==> src/rtl/core/skt_pkg.sv <==
// Shared types and constants for the sorted key table.
// Holds the state encoding, command and status codes and the default depth.
// No dependencies.
`default_nettype none

package skt_pkg;

    // Default number of key slots
    localparam int DEFAULT_DEPTH = 16;

    // Fixed field widths
    localparam int KEY_W         = 32;
    localparam int ENTRY_COUNT_W = 7;

    // Command codes
    typedef enum logic [1:0] {
        CMD_INSERT = 2'd0,
        CMD_DELETE = 2'd1,
        CMD_DUMP   = 2'd2,
        CMD_CLEAR  = 2'd3
    } t_cmd;

    // Result status codes
    typedef enum logic [1:0] {
        ST_OK        = 2'd0,
        ST_NOT_FOUND = 2'd1,
        ST_EMPTY     = 2'd2,
        ST_FULL      = 2'd3
    } t_status;

    // Sequencer states
    typedef enum logic [3:0] {
        S_IDLE,
        S_INS_RD,
        S_INS_CHK,
        S_DEL_RD,
        S_DEL_CHK,
        S_SHF_RD,
        S_SHF_WR,
        S_DMP_RD,
        S_DMP_EMIT,
        S_RESULT
    } t_state;

endpackage

`default_nettype wire

==> src/rtl/core/sorted_key_table.sv <==
// Top level of the sorted key table: command sequencer, count and output register.
// Depends on skt_pkg and skt_key_ram.
//
//  channel | valid       | ready       | payload
//  --------+-------------+-------------+------------------------------------------
//  in      | i_in_valid  | o_in_ready  | i_command, i_key
//  out     | o_out_valid | i_out_ready | o_status, o_entry_key, o_entry_count, o_last
//
// One request at a time; each walk step is a RAM read and then a check.
// A synchronous reset clears the count and control state; the RAM needs no clearing.
// A stalled result stalls the sequencer only where it must emit.
`default_nettype none

module sorted_key_table #(
    parameter int DEPTH = skt_pkg::DEFAULT_DEPTH
) (
    input  wire logic                                     i_clk,
    input  wire logic                                     i_rst_n,
    input  wire logic                                     i_in_valid,
    output logic                                          o_in_ready,
    input  wire logic [1:0]                               i_command,
    input  wire logic signed [skt_pkg::KEY_W-1:0]         i_key,
    output logic                                          o_out_valid,
    input  wire logic                                     i_out_ready,
    output logic [1:0]                                    o_status,
    output logic signed [skt_pkg::KEY_W-1:0]              o_entry_key,
    output logic [skt_pkg::ENTRY_COUNT_W-1:0]             o_entry_count,
    output logic                                          o_last
);

    localparam int AW = $clog2(DEPTH);
    localparam int CW = $clog2(DEPTH + 1);

    skt_pkg::t_state  r_state, n_state;
    logic [CW-1:0]    r_count, n_count;
    logic [CW-1:0]    r_pos, n_pos;
    logic signed [skt_pkg::KEY_W-1:0] r_key, n_key;
    skt_pkg::t_status r_res, n_res;

    logic                             r_out_valid;
    skt_pkg::t_status                 r_status;
    logic signed [skt_pkg::KEY_W-1:0] r_entry_key;
    logic [skt_pkg::ENTRY_COUNT_W-1:0] r_entry_count;
    logic                             r_last;

    logic                             w_accept;
    logic                             w_out_free;
    logic                             w_full;
    logic                             w_empty;
    logic [CW-1:0]                    w_pos_inc;
    logic [CW-1:0]                    w_pos_dec;
    logic                             w_key_gt;
    logic                             w_dump_last;
    skt_pkg::t_cmd                    w_cmd;

    logic                             w_emit;
    skt_pkg::t_status                 w_emit_status;
    logic signed [skt_pkg::KEY_W-1:0] w_emit_key;
    logic                             w_emit_last;

    logic                             w_we;
    logic [AW-1:0]                    w_waddr;
    logic signed [skt_pkg::KEY_W-1:0] w_wdata;
    logic                             w_re;
    logic [AW-1:0]                    w_raddr;
    logic signed [skt_pkg::KEY_W-1:0] w_rdata;

    skt_key_ram #(
        .DEPTH (DEPTH)
    ) u_ram (
        .i_clk   (i_clk),
        .i_we    (w_we),
        .i_waddr (w_waddr),
        .i_wdata (w_wdata),
        .i_re    (w_re),
        .i_raddr (w_raddr),
        .o_rdata (w_rdata)
    );

    // Shared conditions
    assign w_cmd       = skt_pkg::t_cmd'(i_command);
    assign w_accept    = i_in_valid && o_in_ready;
    assign w_out_free  = !r_out_valid || i_out_ready;
    assign w_full      = (r_count == CW'(DEPTH));
    assign w_empty     = (r_count == '0);
    assign w_pos_inc   = r_pos + CW'(1);
    assign w_pos_dec   = r_pos - CW'(1);
    assign w_key_gt    = (r_key > w_rdata);
    assign w_dump_last = (w_pos_inc == r_count);
    assign o_in_ready  = (r_state == skt_pkg::S_IDLE);

    // Next state
    always_comb begin
        n_state = r_state;
        unique case (r_state)
            skt_pkg::S_IDLE: begin
                if (w_accept) begin
                    unique case (w_cmd)
                        skt_pkg::CMD_INSERT: n_state = w_full ? skt_pkg::S_RESULT
                                                              : skt_pkg::S_INS_RD;
                        skt_pkg::CMD_DELETE: n_state = w_empty ? skt_pkg::S_RESULT
                                                               : skt_pkg::S_DEL_RD;
                        skt_pkg::CMD_DUMP:   n_state = w_empty ? skt_pkg::S_RESULT
                                                               : skt_pkg::S_DMP_RD;
                        skt_pkg::CMD_CLEAR:  n_state = skt_pkg::S_RESULT;
                        default:             n_state = skt_pkg::S_RESULT;
                    endcase
                end
            end
            skt_pkg::S_INS_RD: begin
                n_state = (r_pos == '0) ? skt_pkg::S_RESULT : skt_pkg::S_INS_CHK;
            end
            skt_pkg::S_INS_CHK: begin
                n_state = w_key_gt ? skt_pkg::S_RESULT : skt_pkg::S_INS_RD;
            end
            skt_pkg::S_DEL_RD: begin
                n_state = (r_pos == r_count) ? skt_pkg::S_RESULT : skt_pkg::S_DEL_CHK;
            end
            skt_pkg::S_DEL_CHK: begin
                if (w_key_gt) begin
                    n_state = skt_pkg::S_DEL_RD;
                end else if (w_rdata != r_key) begin
                    n_state = skt_pkg::S_RESULT;
                end else begin
                    n_state = skt_pkg::S_SHF_RD;
                end
            end
            skt_pkg::S_SHF_RD: begin
                n_state = (w_pos_inc >= r_count) ? skt_pkg::S_RESULT : skt_pkg::S_SHF_WR;
            end
            skt_pkg::S_SHF_WR: begin
                n_state = skt_pkg::S_SHF_RD;
            end
            skt_pkg::S_DMP_RD: begin
                n_state = skt_pkg::S_DMP_EMIT;
            end
            skt_pkg::S_DMP_EMIT: begin
                if (w_out_free) begin
                    n_state = w_dump_last ? skt_pkg::S_IDLE : skt_pkg::S_DMP_RD;
                end
            end
            skt_pkg::S_RESULT: begin
                if (w_out_free) begin
                    n_state = skt_pkg::S_IDLE;
                end
            end
            default: n_state = skt_pkg::S_IDLE;
        endcase
    end

    // Datapath, RAM control and result emission per state
    always_comb begin
        n_count       = r_count;
        n_pos         = r_pos;
        n_key         = r_key;
        n_res         = r_res;
        w_we          = 1'b0;
        w_waddr       = r_pos[AW-1:0];
        w_wdata       = r_key;
        w_re          = 1'b0;
        w_raddr       = r_pos[AW-1:0];
        w_emit        = 1'b0;
        w_emit_status = r_res;
        w_emit_key    = '0;
        w_emit_last   = 1'b1;
        unique case (r_state)
            skt_pkg::S_IDLE: begin
                if (w_accept) begin
                    n_key = i_key;
                    n_res = skt_pkg::ST_OK;
                    n_pos = '0;
                    unique case (w_cmd)
                        skt_pkg::CMD_INSERT: begin
                            if (w_full) begin
                                n_res = skt_pkg::ST_FULL;
                            end else begin
                                n_pos = r_count;
                            end
                        end
                        skt_pkg::CMD_DELETE, skt_pkg::CMD_DUMP: begin
                            if (w_empty) begin
                                n_res = skt_pkg::ST_EMPTY;
                            end
                        end
                        skt_pkg::CMD_CLEAR: begin
                            n_count = '0;
                        end
                        default: n_res = skt_pkg::ST_OK;
                    endcase
                end
            end
            skt_pkg::S_INS_RD: begin
                // Bottom reached: the key takes slot zero
                if (r_pos == '0) begin
                    w_we    = 1'b1;
                    n_count = r_count + CW'(1);
                    n_res   = skt_pkg::ST_OK;
                end else begin
                    w_re    = 1'b1;
                    w_raddr = w_pos_dec[AW-1:0];
                end
            end
            skt_pkg::S_INS_CHK: begin
                // Place the key above a smaller one, else move the entry up
                w_we = 1'b1;
                if (w_key_gt) begin
                    n_count = r_count + CW'(1);
                    n_res   = skt_pkg::ST_OK;
                end else begin
                    w_wdata = w_rdata;
                    n_pos   = w_pos_dec;
                end
            end
            skt_pkg::S_DEL_RD: begin
                if (r_pos == r_count) begin
                    n_res = skt_pkg::ST_NOT_FOUND;
                end else begin
                    w_re = 1'b1;
                end
            end
            skt_pkg::S_DEL_CHK: begin
                if (w_key_gt) begin
                    n_pos = w_pos_inc;
                end else if (w_rdata != r_key) begin
                    n_res = skt_pkg::ST_NOT_FOUND;
                end
            end
            skt_pkg::S_SHF_RD: begin
                // Close the gap one slot at a time, then drop the count
                if (w_pos_inc >= r_count) begin
                    n_count = r_count - CW'(1);
                    n_res   = skt_pkg::ST_OK;
                end else begin
                    w_re    = 1'b1;
                    w_raddr = w_pos_inc[AW-1:0];
                end
            end
            skt_pkg::S_SHF_WR: begin
                w_we    = 1'b1;
                w_wdata = w_rdata;
                n_pos   = w_pos_inc;
            end
            skt_pkg::S_DMP_RD: begin
                w_re = 1'b1;
            end
            skt_pkg::S_DMP_EMIT: begin
                if (w_out_free) begin
                    w_emit        = 1'b1;
                    w_emit_status = skt_pkg::ST_OK;
                    w_emit_key    = w_rdata;
                    w_emit_last   = w_dump_last;
                    n_pos         = w_pos_inc;
                end
            end
            skt_pkg::S_RESULT: begin
                w_emit = w_out_free;
            end
            default: n_res = r_res;
        endcase
    end

    // Control registers
    always_ff @(posedge i_clk) begin
        if (!i_rst_n) begin
            r_state <= skt_pkg::S_IDLE;
            r_count <= '0;
        end else begin
            r_state <= n_state;
            r_count <= n_count;
        end
    end

    // Working registers
    always_ff @(posedge i_clk) begin
        r_pos <= n_pos;
        r_key <= n_key;
        r_res <= n_res;
    end

    // Output register: load on emit, drop once taken
    always_ff @(posedge i_clk) begin
        if (!i_rst_n) begin
            r_out_valid <= 1'b0;
        end else if (w_emit) begin
            r_out_valid <= 1'b1;
        end else if (i_out_ready) begin
            r_out_valid <= 1'b0;
        end
    end

    always_ff @(posedge i_clk) begin
        if (w_emit) begin
            r_status      <= w_emit_status;
            r_entry_key   <= w_emit_key;
            r_entry_count <= skt_pkg::ENTRY_COUNT_W'(n_count);
            r_last        <= w_emit_last;
        end
    end

    assign o_out_valid   = r_out_valid;
    assign o_status      = r_status;
    assign o_entry_key   = r_entry_key;
    assign o_entry_count = r_entry_count;
    assign o_last        = r_last;

`ifndef ASSERT_OFF
    // A refused insert reports a full table
    a_full_count: assert property (@(posedge i_clk) disable iff (!i_rst_n)
        (o_out_valid && o_status == skt_pkg::ST_FULL) |->
            (o_entry_count == skt_pkg::ENTRY_COUNT_W'(DEPTH)))
        else $error("full status with table not full");

    // Only a dump gives results that are not the final one
    a_not_last_dump: assert property (@(posedge i_clk) disable iff (!i_rst_n)
        (o_out_valid && !o_last) |->
            (o_status == skt_pkg::ST_OK && o_entry_count > 1))
        else $error("non-final result outside a dump");

    // The RAM is written only by insert and by closing a gap
    a_write_state: assert property (@(posedge i_clk) disable iff (!i_rst_n)
        w_we |-> (r_state == skt_pkg::S_INS_RD || r_state == skt_pkg::S_INS_CHK ||
                  r_state == skt_pkg::S_SHF_WR))
        else $error("RAM write outside insert or shift");

    // An accepted request always leaves idle
    a_accept_busy: assert property (@(posedge i_clk) disable iff (!i_rst_n)
        w_accept |=> (r_state != skt_pkg::S_IDLE))
        else $error("accepted request left sequencer idle");
`endif

endmodule

`default_nettype wire

==> src/rtl/core/skt_key_ram.sv <==
// Key store of the sorted key table: one write port, one registered read port.
// Read data is registered: it appears in the cycle after a read enable and holds until the next one.
// Uses skt_pkg for the key width.
`default_nettype none

module skt_key_ram #(
    parameter int DEPTH = skt_pkg::DEFAULT_DEPTH,
    localparam int AW   = $clog2(DEPTH)
) (
    input  wire logic                             i_clk,
    input  wire logic                             i_we,
    input  wire logic [AW-1:0]                    i_waddr,
    input  wire logic signed [skt_pkg::KEY_W-1:0] i_wdata,
    input  wire logic                             i_re,
    input  wire logic [AW-1:0]                    i_raddr,
    output logic signed [skt_pkg::KEY_W-1:0]      o_rdata
);

    logic signed [skt_pkg::KEY_W-1:0] r_mem [DEPTH];

    // Write the addressed slot
    always_ff @(posedge i_clk) begin
        if (i_we) begin
            r_mem[i_waddr] <= i_wdata;
        end
    end

    // Register the read data, hold it between reads
    always_ff @(posedge i_clk) begin
        if (i_re) begin
            o_rdata <= r_mem[i_raddr];
        end
    end

endmodule

`default_nettype wire

==> config.mk <==
export PLATFORM = sky130hd
export DESIGN_NAME = sorted_key_table
export DESIGN_NICKNAME = d
export VERILOG_FILES = /design/src/rtl/core/skt_pkg.sv /design/src/rtl/core/sorted_key_table.sv /design/src/rtl/core/skt_key_ram.sv
export SDC_FILE = /design/constraint.sdc
export NUM_CORES = 1
export LEC_CHECK = 0
export ABC_AREA = 1
export BUFFER_PORTS_ARGS = -buffer_cell sky130_fd_sc_hd__buf_2
export CORE_MARGIN = 10
export CORE_UTILIZATION = 65
export CTS_BUF_LIST = sky130_fd_sc_hd__clkbuf_2
export DETAILED_ROUTE_END_ITERATION = 8
export PLACE_DENSITY = 0.83
export SYNTH_ARGS = -nofsm -noshare
export SYNTH_HDL_FRONTEND = slang
export SYNTH_SLANG_ARGS = --single-unit
==> constraint.sdc <==
create_clock -name i_clk -period 8.5 [get_ports i_clk]
set_input_delay 2.55 -clock i_clk [delete_from_list [all_inputs] [get_ports i_clk]]
set_output_delay 2.55 -clock i_clk [all_outputs]
set_load 0.02 [all_outputs]
# Yosys cells after proc, flatten, opt, wreduce, memory -nomap -nowiden
# Memories as Yosys holds them, arrays and structs flattened. A register that Yosys moved wholly into a read port is not among the register bits.
# Cells that the tools add are included.
[totals] inputBits=38 ram_bits=512 ff_bits=89 elab_cells=119 output_inout_bits=44 n_memories=1
[op_classes] muxes=58 magnitude_cmp=2 add_sub_neg=4 n_eq_ne=27 n_reduce_logical=17
[memory_table] memory="u_ram.r_mem" words=16 word_bits=32 read_ports=1 rd_clocked_by_memory_dff=1 write_ports=1 line="skt_key_ram.sv:19" rtl="logic signed [skt_pkg::KEY_W-1:0] r_mem [DEPTH];"
[op_table] operator="one-hot mux 32 bit (2 select lines)" n=1
[op_table] operator="two-way mux 4 bit" n=14
[op_table] operator="two-way mux 5 bit" n=11
[op_table] operator="one-hot mux 4 bit (10 select lines)" n=1
[op_table] operator="greater-than comparator 32 bit" n=1
[op_table] operator="two-way mux 32 bit" n=1
[op_table] operator="inequality test 32 bit" n=1
[op_table] operator="one-hot mux 5 bit (5 select lines)" n=1
[op_table] operator="two-way mux 2 bit" n=11
[op_table] operator="inequality test 2 bit (second input constant)" n=10
[op_table] operator="one-hot mux 5 bit (4 select lines)" n=1
[op_table] operator="equality test 4 x 3 -> 1 bit (second input constant)" n=4
[op_table] operator="one-hot mux 4 bit (4 select lines)" n=1
[op_table] operator="one-hot mux 2 bit (6 select lines)" n=1
[op_table] operator="adder 5 x 1 -> 5 bit (second input constant)" n=2
[op_table] operator="equality test 5 bit" n=2
[op_table] operator="logical NOT 5 bit" n=2
[op_table] operator="subtractor 5 x 1 -> 5 bit (second input constant)" n=2
[op_table] operator="two-way mux 1 bit" n=9
[op_table] operator="equality test 4 x 2 -> 1 bit (second input constant)" n=2
[op_table] operator="equality test 4 bit (second input constant)" n=2
[op_table] operator="one-hot mux 4 bit (2 select lines)" n=1
[op_table] operator="AND reduction 8 bit" n=1
[op_table] operator="nonzero test 6 bit" n=1
[op_table] operator="other kinds (21)" n=25

# Logic depth before layout (Yosys ltp)
# Gate-level depths: netlist (run 1).
[logic_depth] ltp_word=5 ltp_mapped=23 depth_no_buf=21

# Hierarchy
# A second synthesis (run 1) with hierarchy kept.
[unflattened] hier_cells=2773 area_unflattened_um2=28852.7
[modules_own_cells] mod="skt_key_ram" area_per_inst_um2=23050.9 seq_area_each_um2=16335.7 cells_each=2120 n_inst=1
[modules_own_cells] mod="sorted_key_table" area_per_inst_um2=5801.8 seq_area_each_um2=2572.5 cells_each=653 n_inst=1

# Least setup slack after synthesis (run 1)
# OpenSTA, ideal clock, no wires.
[synth_timing] path_kind="input to register" startpoint="in i_out_ready" endpoint="reg r_entry_count (netlist bit o_entry_count[0]) (enable)" slack_ns=1.538 required_time_ns=7.963 arrival_ns=6.425 cell_stages=2 path_cell_list="nor2_1 -> nor4_1"
[synth_between] elab_chain_cells=3
[synth_rtl] item="start: declaration" line="sorted_key_table.sv:24" rtl="input wire logic i_out_ready,"
[synth_rtl] item="logical OR 1 bit *" line="sorted_key_table.sv:83" rtl="assign w_out_free = !r_out_valid || i_out_ready;"
[synth_rtl] item="two-way mux 1 bit" line="sorted_key_table.sv:247" rtl="if (w_out_free) begin"
[synth_rtl] item="one-hot mux 1 bit (2 select lines) *" line="sorted_key_table.sv:166" rtl="unique case (r_state)"
[synth_rtl] item="via w_emit" line="sorted_key_table.sv:56" rtl="logic w_emit;"
[synth_rtl] item="end signal: assignment" line="sorted_key_table.sv:295" rtl="r_entry_count <= skt_pkg::ENTRY_COUNT_W'(n_count);"
[synth_rtl] item="end: declaration" line="sorted_key_table.sv:43" rtl="logic [skt_pkg::ENTRY_COUNT_W-1:0] r_entry_count;"
# The timed path passes the listed nets; every way through them passes the cells marked *.
# A chain may end at the register's enable or synchronous reset.

# Final worst setup path (run 1)
[layout_timing] startpoint="reg r_pos[0]" endpoint="reg u_ram.o_rdata[16] (netlist name), read port of u_ram.r_mem, data pin"
[layout_between] elab_chain_cells=4
[layout_rtl] item="start: declaration" line="sorted_key_table.sv:36" rtl="logic [CW-1:0] r_pos, n_pos;"
[layout_rtl] item="start signal: assignment" line="sorted_key_table.sv:275" rtl="r_pos <= n_pos;"
[layout_rtl] item="adder 5 x 1 -> 5 bit" line="sorted_key_table.sv:86" rtl="assign w_pos_inc = r_pos + CW'(1);"
[layout_rtl] item="greater-or-equal comparator 5 bit" line="sorted_key_table.sv:230" rtl="if (w_pos_inc >= r_count) begin"
[layout_rtl] item="two-way mux 1 bit or two-way mux 4 bit (tied branches)" line="sorted_key_table.sv:230"
[layout_rtl] item="one-hot mux 1 bit (4 select lines) or one-hot mux 4 bit (2 select lines) (tied branches)" line="sorted_key_table.sv:166"
[layout_rtl] item="end: declaration" line="skt_key_ram.sv:16" rtl="output logic signed [skt_pkg::KEY_W-1:0] o_rdata"
# Parallel ways exist; a longest one is shown, timed or not.

==> results.cfg, run 1 <==
[critical_path]
crit_path_max_fanout = 74
end_kind = flip-flop
startpoint_type = flip-flop
required_ns = 9.65
crit_type = reg -> reg
critPathArrivalTime_ns = 6.39

[cts]
post_cts_buffers = 0
cts_tree = done
cts_made_buffers = 151
ctsResizeCount = 0
clk_pin_slew_ns = 0.10
clk_latency_ns = 1.37
hold_buffers = 0
cts-htree-levels = 4
clockBufferDepth = 3
cts-root-buf = clkbuf_2
cts.sinks = 633

[drt]
routed_wirelength_um = 70010
firstDrtPassIters = 6
via_count = 19300
drt-initial-drc-count = 2403
wl_per_cell_um = 21.65
vias_per_cell = 5.968
drc = 0
ant_nets = 0

[die]
die_area_mm2 = 0.05148
die_h_um = 226.9
die_x_um = 226.9
ios = 82
rows = 75
core_area_mm2 = 0.04213
initial_core_util_pct = 66.04

[timing]
max_freq_ghz = 0.1911
skew_ns = 0.1101
setup_slack_ns = 3.266
maxSlewViolCount = 0
finalSetupTns_ns = 0
min_period_over_period_pct = 61.57
setup_viol = 0
fin_crit_ns = 5.234
grt_setup_unrepaired = no
slew_headroom_pct = 19.76
hold_viol = 0
tightestPinTransition_ns = 1.196

[synthesis]
ys.flop_type = edfxtp_1
synth-edff-count = 623
syn_inst = 2408
synth.avg_cell_area_um2 = 11.56
ys_ff_latch = 633
async_flop_share_pct = 0
syn_area_mm2 = 0.02783
yosysWarnings = 0
synth_cell_types = 49
ys_seq_area_share_pct = 67.95

[pwr]
power_leakage_nw = 12.09
finalPower_mw = 12.50
cellPowerDensity_mw_per_mm2 = 414.2
vdd_ir_drop_max_mv = 0.2952

[grt]
grt_max_degree = 121
grt_pass1_wl_um = 105700
grt_pass1_vias = 18930
grt_remaining_overflow = 0
antenna_found_initial = 3
grt_usage_pct = 27.51

[place]
hpwl_um = 38720
place.gp.congestion = 0.8914
post-place-ws_ns = 3.386
port_buffers = 79

[finish]
layout_commonest_cell = nand2_1
area_delta_synth_final_pct = 8.422
finish.net_count = 2668
final_cell_mix = nand2_1 (747), edfxtp_1 (623), nand3_1 (256)
layout-drive-gt1-share_pct = 18.51

[outcome]
outcome = completed

[flow_run]
drv_cap = 0

[worst_hold_path]
hold_path.class = reg -> reg
sequential cells by signal, summed over array words and instances (netlist names):
name           flops
o_entry_key       32
r_pos              5
r_key             32
r_state            4
u_ram.o_rdata     32
r_res              2
o_out_valid        1
r_count            5
u_ram.r_mem      512
o_status           2
o_entry_count      5
o_last             1
cells in the mapped netlist, types with 10 or more instances:
library cell,count,area share (%)
nand2_1,748,10
edfxtp_1,623,67
nand3_1,256,4.6
inv_1,194,2.6
nor2_1,93,1.3
o211ai_1,85,2.3
buf_2,60,1.1
ha_1,48,2.2
o211ai_2,44,2.0
o31ai_1,33,0.89
or2_2,31,0.70
a21oi_1,20,0.36
buf_6,20,0.81
clkbuf_1,20,0.27
buf_4,17,0.46
o21ai_0,14,0.25
nand4_1,11,0.25
nor3_1,11,0.20
dfxtp_1,10,0.72
xor2_1,10,0.31
where the power goes:
part / leakage (nW) / internal, mW / switching [mW]
Sequential: 5.73 / 4.36 / 0.160
Clock: 0.996 / 0.737 / 1.20
Combinational: 5.36 / 1.71 / 4.32
Total: 12.1 / 6.81 / 5.69
kinds of logic (layout without fill, tap and decap cells):
| kind of cell | count (synthesis) | in the layout | share of synthesized area [%] |
|---|---|---|---|
| and+or+nand+nor | 1170 | 1170 | 17.70 |
| xor gates and xnor gates | 10 | 10 | 0.3147 |
| buffers and inverters | 330 | 611 | 5.526 |
| DFF | 633 | 633 | 67.95 |
| other | 1 | 7 | 0.01348 |
| adders and majority gates | 48 | 48 | 2.158 |
| AOI/OAI and AO/OA | 216 | 216 | 6.331 |
stage by stage:
| stage | hold slack (ns) | utilization (%) | cells | cell area (um^2) |
|---|---|---|---|---|
| floorplan | 0.4925 | - | 2409 | 27830 |
| global placement | 0.5104 | 68.37 | 2968 | 28810 |
| detailed placement | 0.5273 | 68.37 | 2968 | 28810 |
| CTS | 0.5406 | 71.57 | 3229 | 30160 |
| global route | 0.5687 | 71.60 | 3234 | 30170 |
| finish | 0.5491 | 71.60 | 3234 | 30170 |
routing by layer:
metal,global-route usage (%),wire [um]
met5,0,0
met4,13.48,2320
met3,6.550,7790
met2,44.89,34140
met1,34.16,25760
worst max-delay path: stages (launching register included):
cell	delay (ns)
edfxtp_1	0.53
ha_1	0.30
nand3_1	0.17
xor2_1	0.21
inv_1	0.06
ha_1	0.29
nand2_1	0.07
nor2_1	0.21
nand2_1	0.07
o21ai_0	0.11
inv_2	0.09
nand3_4	0.12
inv_1	0.08
o21ai_1	0.20
nand2_4	0.37
inv_4	0.73
buf_4	0.89
o211ai_1	0.21
nand3_1	0.15
nand3_1	0.09
nand2_1	0.10
layout make-up:
cell class	count	area, um^2
diodes	5	12.51
clock buffers	210	1051
clock inverters	51	296.5
fillers	2840	11970
inverters	206	780.7
multi-input cells	1446	7550
flip-flops and latches	633	18910
well taps	539	674.4
repair buffers	144	895.9
worst paths after layout:
check | slack (ns) | start | end | cells after the start
min | 0.55 | r_count[4] | r_count[4] | 2
min reg2reg | 0.55 | r_count[4] | r_count[4] | 2
max reg2reg | 3.27 | r_pos[0] | u_ram.o_rdata[16] | 20
max | 3.27 | r_pos[0] | u_ram.o_rdata[16] | 20
Note: power is estimated with default switching activity, not from simulation.
==> inputs of run 2 (changes only) <==
Settings changed: CORE_UTILIZATION 65 to 58, PLACE_DENSITY 0.83 to 0.78.
Clock period 8.5 ns to 4.8 ns, I/O delays scaled along.
==> run 2 against run 1 <==
Against the previous run:
- worst hold slack worse by 0.094 ns
- final area up 1.5%
- maximum frequency up 23%
- final cell count up 2.9%
- die area up 11%
- worst setup slack worse by 2.7 ns
- combinational power up 86%
- sequential cell count unchanged
- critical path type unchanged
- highest routed layer unchanged
==> results.cfg, run 2 (synthesized netlist as in run 1, its figures left out) <==
[timing]
fin_crit_ns = 4.271
finalSetupTns_ns = 0
skew_ns = 0.07975
tightestPinTransition_ns = 1.123
max_freq_ghz = 0.2341
slew_headroom_pct = 24.66
setup_viol = 0
hold_viol = 0
min_period_over_period_pct = 88.98
maxSlewViolCount = 0
grt_setup_unrepaired = no

[finish]
area_delta_synth_final_pct = 10.00
layout_commonest_cell = nand2_1
n_fill_cell = 3500
final_cell_mix = nand2_1 (746), edfxtp_1 (623), nand3_1 (256)
register_area_mm2 = 0.01891
finish.net_count = 2686
multi_input_area_mm2 = 0.007561
layout-drive-gt1-share_pct = 19.14
largest_reg_flops = 512
final_cells = 3328
regMostFlops = u_ram.r_mem
fin_util_pct = 64.38

[die]
initial_core_util_pct = 58.52
die_h_um = 239.0
die_area_mm2 = 0.05714
rows = 80
core_area_mm2 = 0.04755
ios = 82
die_x_um = 239.0

[cts]
clockBufferDepth = 3
hold_buffers = 0
clk_latency_ns = 1.17
cts.sinks = 633
clk_pin_slew_ns = 0.10
post_cts_buffers = 0
cts_tree = done
cts_made_buffers = 152
ctsResizeCount = 0
cts-htree-levels = 4
cts-root-buf = clkbuf_2

[pwr]
power_leakage_nw = 12.28
cellPowerDensity_mw_per_mm2 = 740.3
vdd_ir_drop_max_mv = 0.9153

[critical_path]
end_kind = flip-flop
crit_type = reg -> reg
startpoint_type = flip-flop
reg2reg_depth = 17
crit_path_max_fanout = 25
critPathArrivalTime_ns = 5.16
required_ns = 5.69

[grt]
grt_max_degree = 129
grt_usage_pct = 25.23
grt_pass1_vias = 18960
grt_remaining_overflow = 0
antenna_found_initial = 1
grt_pass1_wl_um = 110000

[drt]
ant_nets = 0
drt-initial-drc-count = 2485
routed_wirelength_um = 72190
drc = 0
wl_per_cell_um = 21.69
vias_per_cell = 5.831
via_count = 19410
firstDrtPassIters = 5

[place]
dpl.cell_count = 3061
port_buffers = 79
hpwl_um = 41820
place.gp.congestion = 0.9438

[outcome]
outcome = completed

[worst_hold_path]
min_path_cells = 1
hold_path.class = in -> reg

[flow_run]
drv_cap = 0
-- run 2: path summary, 6_finish.rpt --
| check | from | end | slack (ns) |
|---|---|---|---|
| worst max register to register | r_pos[0] | u_ram.o_rdata[13] | 0.53 |
| worst min register to register | r_count[4] | r_count[4] | 0.56 |
| worst min-delay path | i_key[30] | r_key[30] | 0.46 |
| worst max-delay path | r_pos[0] | u_ram.o_rdata[13] | 0.53 |
-- run 2: power by group --
group | switching [mW] | total [mW] | internal [mW]
logic | 7.89 | 11.2 | 3.27
clock network | 2.07 | 3.46 | 1.39
registers | 0.317 | 8.04 | 7.73
total | 10.3 | 22.7 | 12.4
-- run 2: critical path, cell delays in order, from the launching register on --
cell and delay (ns):
edfxtp_1 0.53, ha_1 0.30, nand3_1 0.18, xor2_1 0.20
inv_1 0.07, ha_1 0.29, nand2_1 0.08, nor2_1 0.08
a21boi_2 0.24, nand2_1 0.16, nand2_1 0.13, nand2_1 0.12
nand2_1 0.08, and3_2 0.69, buf_4 0.49, nand3_1 0.18
nand3_1 0.13, nand2_1 0.07
-- run 2: cell type report --
class	instances	area share, %
repair buffers	161	3.998
flip-flops and latches	633	61.77
diodes	2	0.01635
well taps	615	2.514
multi-input cells	1446	24.70
clock inverters	44	0.8298
inverters	206	2.551
clock buffers	221	3.614
-- run 2: per-stage QoR --
stage | power, mW | hold slack [ns] | cell area (um^2) | setup WS (ns)
6_report | 22.66 | 0.4555 | 30610 | 0.5290
4_1_cts | 22.54 | 0.3472 | 30600 | 0.6382
2_1_floorplan | 15.94 | 0.4925 | 27840 | 0.6421
3_3_place_gp | 18.78 | 0.5278 | 29240 | 0.8934
5_1_grt | 24.12 | 0.3734 | 30610 | 0.3055
3_5_place_dp | 19.09 | 0.5400 | 29240 | 0.6585
-- run 2: per-layer routing --
metal  track usage (%)  share of wire, %  vias to the layer above
li1                  -                 -                     8832
met1             33.75                40                     9202
met2             39.26                47                     1198
met3             5.210                10                      174
met4             11.56               3.2                        0
met5                 0                 0                        -
